**config.mk**
```make
export PLATFORM = sky130hd
export DESIGN_NAME = wcg_phase_div
export DESIGN_NICKNAME = d
export VERILOG_FILES = /design/src/rtl/wcg_pkg.sv /design/src/rtl/wcg_phase_div.sv
export SDC_FILE = /design/constraint.sdc
export NUM_CORES = 1
export LEC_CHECK = 0
export BUFFER_PORTS_ARGS = -buffer_cell sky130_fd_sc_hd__buf_2
export CAP_MARGIN = 20
export CORE_UTILIZATION = 60
export CTS_BUF_LIST = sky130_fd_sc_hd__clkbuf_4
export CTS_CLUSTER_DIAMETER = 200
export CTS_CLUSTER_SIZE = 8
export DETAILED_ROUTE_END_ITERATION = 7
export PLACE_DENSITY = 0.77
export SLEW_MARGIN = 20
export SYNTH_ARGS = -nofsm -noshare
export SYNTH_HDL_FRONTEND = slang
export SYNTH_SLANG_ARGS = --single-unit
export TNS_END_PERCENT = 100
```
**constraint.sdc**
```tcl
create_clock -name i_clk -period 5.4 [get_ports i_clk]
set_input_delay 1.08 -clock i_clk [delete_from_list [all_inputs] [get_ports i_clk]]
set_output_delay 1.08 -clock i_clk [all_outputs]
set_load 0.005 [all_outputs]
```
**src/rtl/wcg_pkg.sv**
```systemverilog
// Shared constants and types for the Q15 window coefficient generator.
package wcg_pkg;

    localparam int IDX_W   = 12;
    localparam int LEN_W   = 13;
    localparam int KIND_W  = 3;
    localparam int COEF_W  = 15;
    localparam int PHASE_W = 16;
    localparam int QUOT_W  = PHASE_W + 1;
    localparam int REM_W   = IDX_W;
    localparam int CFG_A_W = 1;

    localparam logic [LEN_W-1:0] MAX_LEN   = 13'd4096;
    localparam logic [LEN_W-1:0] LEN_RESET = 13'd256;

    typedef logic [KIND_W-1:0] t_kind;

    localparam t_kind KIND_HANN     = 3'd0;
    localparam t_kind KIND_HAMMING  = 3'd1;
    localparam t_kind KIND_BLACKMAN = 3'd2;
    localparam t_kind KIND_BARTLETT = 3'd3;
    localparam t_kind KIND_RECT     = 3'd4;
    localparam t_kind KIND_NONE     = 3'd5;

    localparam logic [CFG_A_W-1:0] REG_KIND   = 1'd0;
    localparam logic [CFG_A_W-1:0] REG_LENGTH = 1'd1;

    localparam logic [COEF_W-1:0] COEF_FULL = 15'h7FFF;

    // CORDIC datapath
    localparam int CORDIC_ITERS = 24;
    localparam int XY_W  = 34;
    localparam int Z_W   = 33;
    localparam int ANG_W = 31;
    localparam logic [ANG_W-1:0] HALFPI_Q30 = 31'd1686629713;
    localparam logic signed [XY_W-1:0] CORDIC_K = 34'sd652032874;

    localparam logic signed [Z_W-1:0] ATAN_Q30 [CORDIC_ITERS] = '{
        33'sd843314857, 33'sd497837829, 33'sd263043837, 33'sd133525159,
        33'sd67021687,  33'sd33543516,  33'sd16775851,  33'sd8388437,
        33'sd4194283,   33'sd2097149,   33'sd1048576,   33'sd524288,
        33'sd262144,    33'sd131072,    33'sd65536,     33'sd32768,
        33'sd16384,     33'sd8192,      33'sd4096,      33'sd2048,
        33'sd1024,      33'sd512,       33'sd256,       33'sd128
    };

    // Window weights, Q30
    localparam logic signed [31:0] HALF_Q30 = 32'sd536870912;
    localparam logic signed [31:0] HAM_A0   = 32'sd579820585;
    localparam logic signed [31:0] HAM_A1   = 32'sd493921239;
    localparam logic signed [31:0] BLK_B0   = 32'sd450971566;
    localparam logic signed [31:0] BLK_B2   = 32'sd85899346;
    localparam logic [30:0]        ONE_Q30  = 31'd1073741824;

    // Bartlett divider
    localparam int BQ_W = COEF_W;
    localparam int BD_W = REM_W + BQ_W;
    localparam logic [BQ_W:0] TWO_FULL = 16'd65534;

    // Latencies
    localparam int PH_LAT  = QUOT_W;
    localparam int COS_LAT = CORDIC_ITERS + 2;
    localparam int LAT     = PH_LAT + COS_LAT + 3;

endpackage

```
**src/rtl/wcg_phase_div.sv**
```systemverilog
// Pipelined restoring divider: floor(i * 2^17 / n) for i < n, one quotient bit per stage.
module wcg_phase_div
    import wcg_pkg::*;
(
    input  logic              i_clk,
    input  logic [IDX_W-1:0]  i_index,
    input  logic [LEN_W-1:0]  i_len,
    output logic [QUOT_W-1:0] o_quot
);

    logic [REM_W-1:0]  r_rem [QUOT_W];
    logic [QUOT_W-1:0] r_q   [QUOT_W];

    genvar k;
    for (k = 0; k < QUOT_W; k++) begin : g_st
        logic [REM_W-1:0]  rem_in;
        logic [QUOT_W-1:0] q_in;
        logic [REM_W:0]    s;
        if (k == 0) begin : g_first
            assign rem_in = i_index;
            assign q_in   = '0;
        end else begin : g_next
            assign rem_in = r_rem[k-1];
            assign q_in   = r_q[k-1];
        end
        assign s = {rem_in, 1'b0};
        always_ff @(posedge i_clk) begin
            if (s >= i_len) begin
                r_rem[k] <= REM_W'(s - i_len);
                r_q[k]   <= {q_in[QUOT_W-2:0], 1'b1};
            end else begin
                r_rem[k] <= s[REM_W-1:0];
                r_q[k]   <= {q_in[QUOT_W-2:0], 1'b0};
            end
        end
    end

    assign o_quot = r_q[QUOT_W-1];

endmodule

```
==> flow_summary_export.csv, run 1 <==
group,metric,value,unit
placed_design,portBuffers,42,
sta,min_period,3640,ps
sta,setup_slack,1760,ps
worst_setup_path,worstRegToRegCells,8,
sta,hold_ws,316,ps
logic_synthesis,synth_top_area_share,0.378,
worst_setup_path,worstSetupStartpoint,"i_len[7]",
sta,fmax,0.274,GHz
cts,ctsResizeCount,0,
final_layout,syn_to_final_growth,6.24,%
cts,h-tree-depth,2,
logic_synthesis,ys_types,76,
final_layout,final_common_cell,"dfxtp_1",
worst_setup_path,path_class,"in2reg",
run_status,run_status,"complete, no violations",
logic_synthesis,yosysWarningCount,0,
worst_setup_path,r2r_end,"r_rem[7][3]",
final_layout,nets,2228,
floorplan,dieArea,0.0311,mm2
worst_hold_path,hold_class,"reg2reg",
power,irDropWorstVdd,0.345,mV
sta,setup_viol,0,
worst_setup_path,reg2reg_slack,2440,ps
power,power_density,632,mW/mm2
cts,cts_tree,"built",
drt,detail-route-antenna-nets,0,
logic_synthesis,synth_edf_count,0,
drt,wirelength,39500,um
logic_synthesis,synth_top_area_cell,"dfxtp_1",
cts,cts_hold_buffers,0,
sta,tns,0,ps
drt,drc,0,
cts,post-cts-setup-buffers,0,
drt,vias,14100,
worst_setup_path,worstSetupStartpointType,"input pin",
grt,grt_pass1_vias,13700,
grt,track_usage,0.255,
logic_synthesis,synthFlopType,"dfxtp_1",
floorplan,die_x,176,um
drt,dr.pass1.iters,6,
final_layout,fill_cells,2447,
floorplan,ios,43,
sta,report.final.hold_viol_count,0,
drt,drtIter0Drc,908,
logic_synthesis,ys_seq_area_frac,0.378,
logic_synthesis,synthTopCellsByArea,"dfxtp_1, ha_1, o21ai_0",
logic_synthesis,syn_inst,1873,
final_layout,seqCellArea,0.00691,mm2
floorplan,core-area,0.0298,mm2
floorplan,rows,63,
sta,slew_viol_final,0,
grt,grt_pass1_wl,65100,um
sta,finClkSkew,48.7,ps
worst_setup_path,regToRegStartpoint,"r_rem[6][0]",
power,leakage,0.00848,uW
logic_synthesis,ys_ff_latch,345,
logic_synthesis,synth_area,0.0183,mm2
cts,worst_skew_pair.late_latency,710,ps
drt,vias_per_cell,5.98,
worst_setup_path,cp-endpoint,"r_rem[12][5]",
placed_design,dp_hpwl,28800,um
cts,cts_buffers,49,
final_layout,multi_input_area,0.0109,mm2
floorplan,fp.dieH,176,um
grt,overflow,0,
floorplan,start_util,0.613,
worst_setup_path,critPathCaptureType,"flop",
placed_design,pre_cts_ws,1120,ps
cts,root_buffer,"clkbuf_4",
logic_synthesis,synth_nets,2135,
worst_setup_path,crit_fanout,15,
job,max-cap-violations,0,
grt,antenna_found_initial,1,
grt,grt_max_degree,38,
sta,fin_crit_sh,0.675,
sta,max_slew_margin,0.382,
final_layout,final_cell_mix,"dfxtp_1, ha_1, nor2_1, o21ai_0, a21oi_1",
cts,clockBufferDepth,3,
placed_design,place.gp.congestion,0.939,
cts,path_clk_slew,100,ps
logic_synthesis,synthArstFlopShare,0,
worst_setup_path,worstPathRequired,5970,ps
sta,rsz0062_at_grt,"no",
sta,worst_slew_pin_slew,925,ps
final_layout,layout-drive-gt1-share,0.116,
logic_synthesis,synth.avg_cell_area,9.75,um2
cts,clock-sinks,345,
worst_setup_path,critPathArrivalTime,4220,ps
drt,wire_per_inst,16.7,um
==> power by group <==
part / switching [uW] / internal, uW / leakage [uW]
Clock: 842 / 431 / 0.000243
Combinational: 3580 / 3100 / 0.00535
Sequential: 530 / 3760 / 0.00290
Total: 4950 / 7300 / 0.00848
==> cells in the mapped netlist (7+ instances only) <==
cell type and instances:
xor2_1 42, and2_1 8, mux2_1 29, o31a_1 19
clkbuf_1 7, nor2_1 144, o21bai_1 7, nand3_1 21
nor2b_1 47, xnor2_1 64, o31ai_1 20, mux2_2 54
a21o_1 33, dfxtp_1 345, o2111ai_1 8, mux2i_1 10
ha_1 220, o21ai_0 123, a21oi_1 118, nand4_1 31
inv_1 68, a31oi_1 7, nand2_1 107, or3_1 7
and3_1 8, or2_2 9, fa_1 16, a21oi_2 8
o22ai_1 14, a211oi_1 18, o21a_1 47, nand2b_1 32
buf_2 11, o211ai_1 8, nor3_1 44, nor3b_1 7
==> flip-flops by register name, summed over array words and instances, names as in the netlist <==
register	count
r_q	153
r_rem	192
==> cell type report <==
| cell class | count | area share |
|---|---|---|
| Clock buffer | 50 | 0.0193 |
| Sequential cell | 345 | 0.356 |
| Timing Repair Buffer | 69 | 0.0213 |
| Tap cell | 390 | 0.0252 |
| Multi-Input combinational cell | 1432 | 0.563 |
| Inverter | 69 | 0.0134 |
| Antenna cell | 2 | 0.000258 |
| Clock inverter | 4 | 0.00123 |
==> metrics by stage <==
| step | util | std cells | instance area [um2] | power [uW] |
|---|---|---|---|---|
| 3_5_place_dp | 0.637 | 2305 | 19000 | 10900 |
| 6_report | 0.651 | 2361 | 19400 | 12300 |
| 3_3_place_gp | 0.637 | 2305 | 19000 | 10600 |
| 2_1_floorplan | - | 1873 | 18300 | 9580 |
| 5_1_grt | 0.651 | 2361 | 19400 | 13300 |
| 4_1_cts | 0.651 | 2359 | 19400 | 12200 |
==> how the worst min path moves through the flow <==
stage / start / to / slack (ps) / depth (start not counted)
floorplan: r_q[9][9] / r_q[10][10] / 310 / 0
global placement: r_q[9][6] / r_q[10][7] / 310 / 0
detailed placement: r_q[11][3] / r_q[12][4] / 310 / 0
CTS: r_q[15][9] / r_q[16][10] / 320 / 0
global route: r_q[10][0] / r_q[11][1] / 320 / 0
finish: r_q[4][3] / r_q[5][4] / 320 / 0
==> critical path, stage by stage <==
cell and delay [ps]:
buf_2 90, inv_1 660, ha_1 480, nor3_1 100
a211oi_1 390, and3_1 260, a221oi_4 90, a21oi_2 660
mux2_1 390
==> logic make-up (layout without fill, tap and decap cells) <==
logic type	count (synthesis)	after routing	share of synthesized area
flops	345	345	0.378
buf+inv	96	192	0.0236
xor+xnor	106	106	0.0508
simple gates	491	491	0.132
mux	99	99	0.0616
fa+ha+maj	236	236	0.168
compound gates	500	500	0.185
other cells	0	2	0
==> per-layer routing <==
layer / share of wire / vias to the layer above / GRT usage
met5: 0 / - / 0
met4: 0.029 / 0 / 0.0905
met3: 0.055 / 103 / 0.0409
met2: 0.46 / 398 / 0.433
met1: 0.45 / 6625 / 0.327
li1: - / 6996 / -
Note: power is estimated with default switching activity, not from simulation.
==> inputs of run 2 (changes only) <==
- ABC_AREA: default -> 1
- PLACE_DENSITY: 0.77 -> 0.8
- clock period: 5.4 -> 3.3 ns (I/O delays scaled with it)
==> flow_summary_export.csv, run 2 <==
group,metric,value,unit
sta,fmax,0.504,GHz
logic_synthesis,synthSimpleGateAreaFrac,0.362,
logic_synthesis,yosysMostFrequentCell,"nand2_1",
drt,wire_per_inst,15.2,um
worst_hold_path,hold_class,"in2reg",
floorplan,dieArea,0.0382,mm2
cts,root_buffer,"clkbuf_4",
run_status,run_status,"complete, no violations",
final_layout,final_common_cell,"nand2_1",
grt,grt_pass1_vias,18900,
worst_hold_path,whs_path_depth,3,
cts,ctsResizeCount,0,
placed_design,pre_cts_ws,537,ps
worst_setup_path,worstPathCellList,"ha_1 -> nand2_1 -> inv_1 -> nand2_1 -> nand2_1 -> a21oi_4 -> nand3_4 -> o21ai_0",
final_layout,largest_reg_flops,192,
floorplan,start_util,0.612,
drt,vias,19500,
cts,post-cts-setup-buffers,0,
cts,clockBufferDepth,3,
cts,cts_tree,"built",
logic_synthesis,synthArstFlopShare,0,
logic_synthesis,synthTopCellsByCount,"nand2_1, inv_1, dfxtp_1",
final_layout,syn_to_final_growth,5.14,%
cts,clock-sinks,345,
floorplan,rows,70,
logic_synthesis,synthFlopType,"dfxtp_1",
placed_design,dp_hpwl,42000,um
placed_design,place.gp.congestion,0.966,
logic_synthesis,synth_top_family_by_area,"simple AND/OR/NAND/NOR gates",
power,seq_power_share,0.325,
worst_setup_path,worstSetupStartpointType,"flop",
drt,dr.pass1.iters,6,
sta,finClkSkew,55.5,ps
power,power.internal,11400,uW
power,total_power,22000,uW
grt,grt_max_degree,25,
final_layout,layout-drive-gt1-share,0.101,
logic_synthesis,yosysWarningCount,0,
grt,grt_pass1_wl,92200,um
logic_synthesis,synth_top_area_share,0.308,
final_layout,nets,3472,
final_layout,fill_cells,3337,
logic_synthesis,synth.avg_cell_area,7.19,um2
worst_setup_path,cp_num_buf_inv,1,
final_layout,multi_input_area,0.0132,mm2
cts,h-tree-depth,2,
cts,worst_skew_pair.late_latency,820,ps
logic_synthesis,synth_nets,3385,
grt,antenna_found_initial,1,
placed_design,dp.cells,3627,
power,power_density,931,mW/mm2
sta,slew_viol_final,0,
worst_setup_path,worst-path-stages,8,
worst_setup_path,path_class,"reg2reg",
cts,cts_hold_buffers,0,
floorplan,ios,43,
final_layout,layout.cells.non_filler,3682,
power,power.switching,10500,uW
job,max-cap-violations,0,
power,clockPowerShare,0.097,
logic_synthesis,synth_adder_area_share,0.137,
sta,setup_slack,1310,ps
final_layout,seqCellArea,0.00691,mm2
grt,track_usage,0.300,
final_layout,final_cell_mix,"nand2_1, inv_1, dfxtp_1, ha_1, nor2_1",
drt,wirelength,55800,um
logic_synthesis,ys_ff_latch,345,
final_layout,largestRegisters,"r_rem (192), r_q (153)",
power,irDropWorstVdd,0.522,mV
logic_synthesis,muxShareOfSynthArea,0,
logic_synthesis,synth_edf_count,0,
grt,overflow,0,
logic_synthesis,syn_inst,3123,
worst_setup_path,crit_fanout,18,
floorplan,core-area,0.0367,mm2
power,leakage,0.0132,uW
sta,report.final.hold_viol_count,0,
logic_synthesis,ys_types,33,
logic_synthesis,ys_seq_area_frac,0.308,
sta,min_period,1990,ps
logic_synthesis,synth_area,0.0225,mm2
floorplan,fp.dieH,195,um
sta,setup_viol,0,
sta,tns,0,ps
placed_design,portBuffers,42,
power,comb_power_share,0.577,
worst_setup_path,crit_top_cell,"nand2_1",
logic_synthesis,synth_top_area_cell,"dfxtp_1",
worst_setup_path,slowest_stage,"dfxtp_1",
logic_synthesis,synth_compound_area_frac,0.0523,
worst_setup_path,critical_path.top_delay_family,"simple AND/OR/NAND/NOR gates",
drt,vias_per_cell,5.30,
drt,drtIter0Drc,1381,
drt,drc,0,
power,p_sw_frac,0.480,
sta,fin_crit_sh,0.602,
worst_setup_path,max_stage_delay,360,ps
worst_setup_path,critPathArrivalTime,2680,ps
final_layout,regMostFlops,"r_rem",
sta,rsz0062_at_grt,"no",
sta,max_slew_margin,0.675,
drt,detail-route-antenna-nets,0,
floorplan,die_x,195,um
worst_setup_path,critPathCaptureType,"flop",
cts,cts_buffers,49,
worst_setup_path,worstRegToRegCells,8,
sta,worst_slew_pin_slew,487,ps
logic_synthesis,synthTopCellsByArea,"dfxtp_1, nand2_1, ha_1",
logic_synthesis,synth_xor_area_frac,0.0367,
cts,path_clk_slew,110,ps
worst_setup_path,worstPathRequired,3990,ps
run 2: cell types whose count changed after synthesis, moves of 47 or more:
cell	before	now
nand4_1	31	145
xnor2_1	64	16
o21a_1	47	0
o21ai_0	123	50
inv_1	68	541
mux2_2	54	0
nand3_1	21	151
nor2b_1	47	0
nand2_1	107	1058
nand3_2	0	77
run 2: power groups by stage:
stage               sequential, uW  clock, uW  combinational (uW)
floorplan                     6770          0               10400
global placement              7240          0               12300
detailed placement            7240          0               12500
CTS                           7170       2260               12600
global route                  7310       2410               14500
finish                        7150       2140               12700
run 2: final cells by class:
| cell class | count | area share |
|---|---|---|
| clock buffers | 52 | 0.0165 |
| well taps | 468 | 0.0248 |
| inverters | 542 | 0.0863 |
| repair buffers | 61 | 0.0202 |
| diodes | 1 | 0.000106 |
| clock inverters | 2 | 0.000530 |
| multi-input cells | 2211 | 0.559 |
| flip-flops and latches | 345 | 0.293 |
run 2: worst paths after layout:
kind,from,endpoint,slack [ps]
max,r_rem[5][10],r_rem[6][3],1310
min reg2reg,r_q[13][11],r_q[14][12],300
min,i_index[1],r_rem[0][2],90
max reg2reg,r_rem[5][10],r_rem[6][3],1310
run 2: tightest hold or removal path: stages:
cell and delay [ps]:
buf_2 110, inv_1 40, o21ai_0 60
run 2: per-stage QoR:
step	utilization	instance area, um2	hold WS, ps
finish	0.643	23600	87.5
global placement	0.632	23200	309
floorplan	-	22500	310
global route	0.643	23600	54.8
detailed placement	0.632	23200	312
CTS	0.643	23600	4.28
run 2: layer usage:
layer / vias to the layer above / share of wire / global-route usage
met5: - / 0 / 0
met4: 0 / 0.040 / 0.132
met3: 157 / 0.049 / 0.0368
met2: 518 / 0.47 / 0.514
met1: 8769 / 0.44 / 0.377
li1: 10100 / - / -
run 2: logic make-up (layout without fill, tap and decap cells):
kind of cell,after synthesis,count (layout)
other cells,0,1
flops,345,345
simple gates,1707,1707
compound gates,174,174
buf+inv,567,657
xor+xnor,94,94
fa+ha+maj,236,236
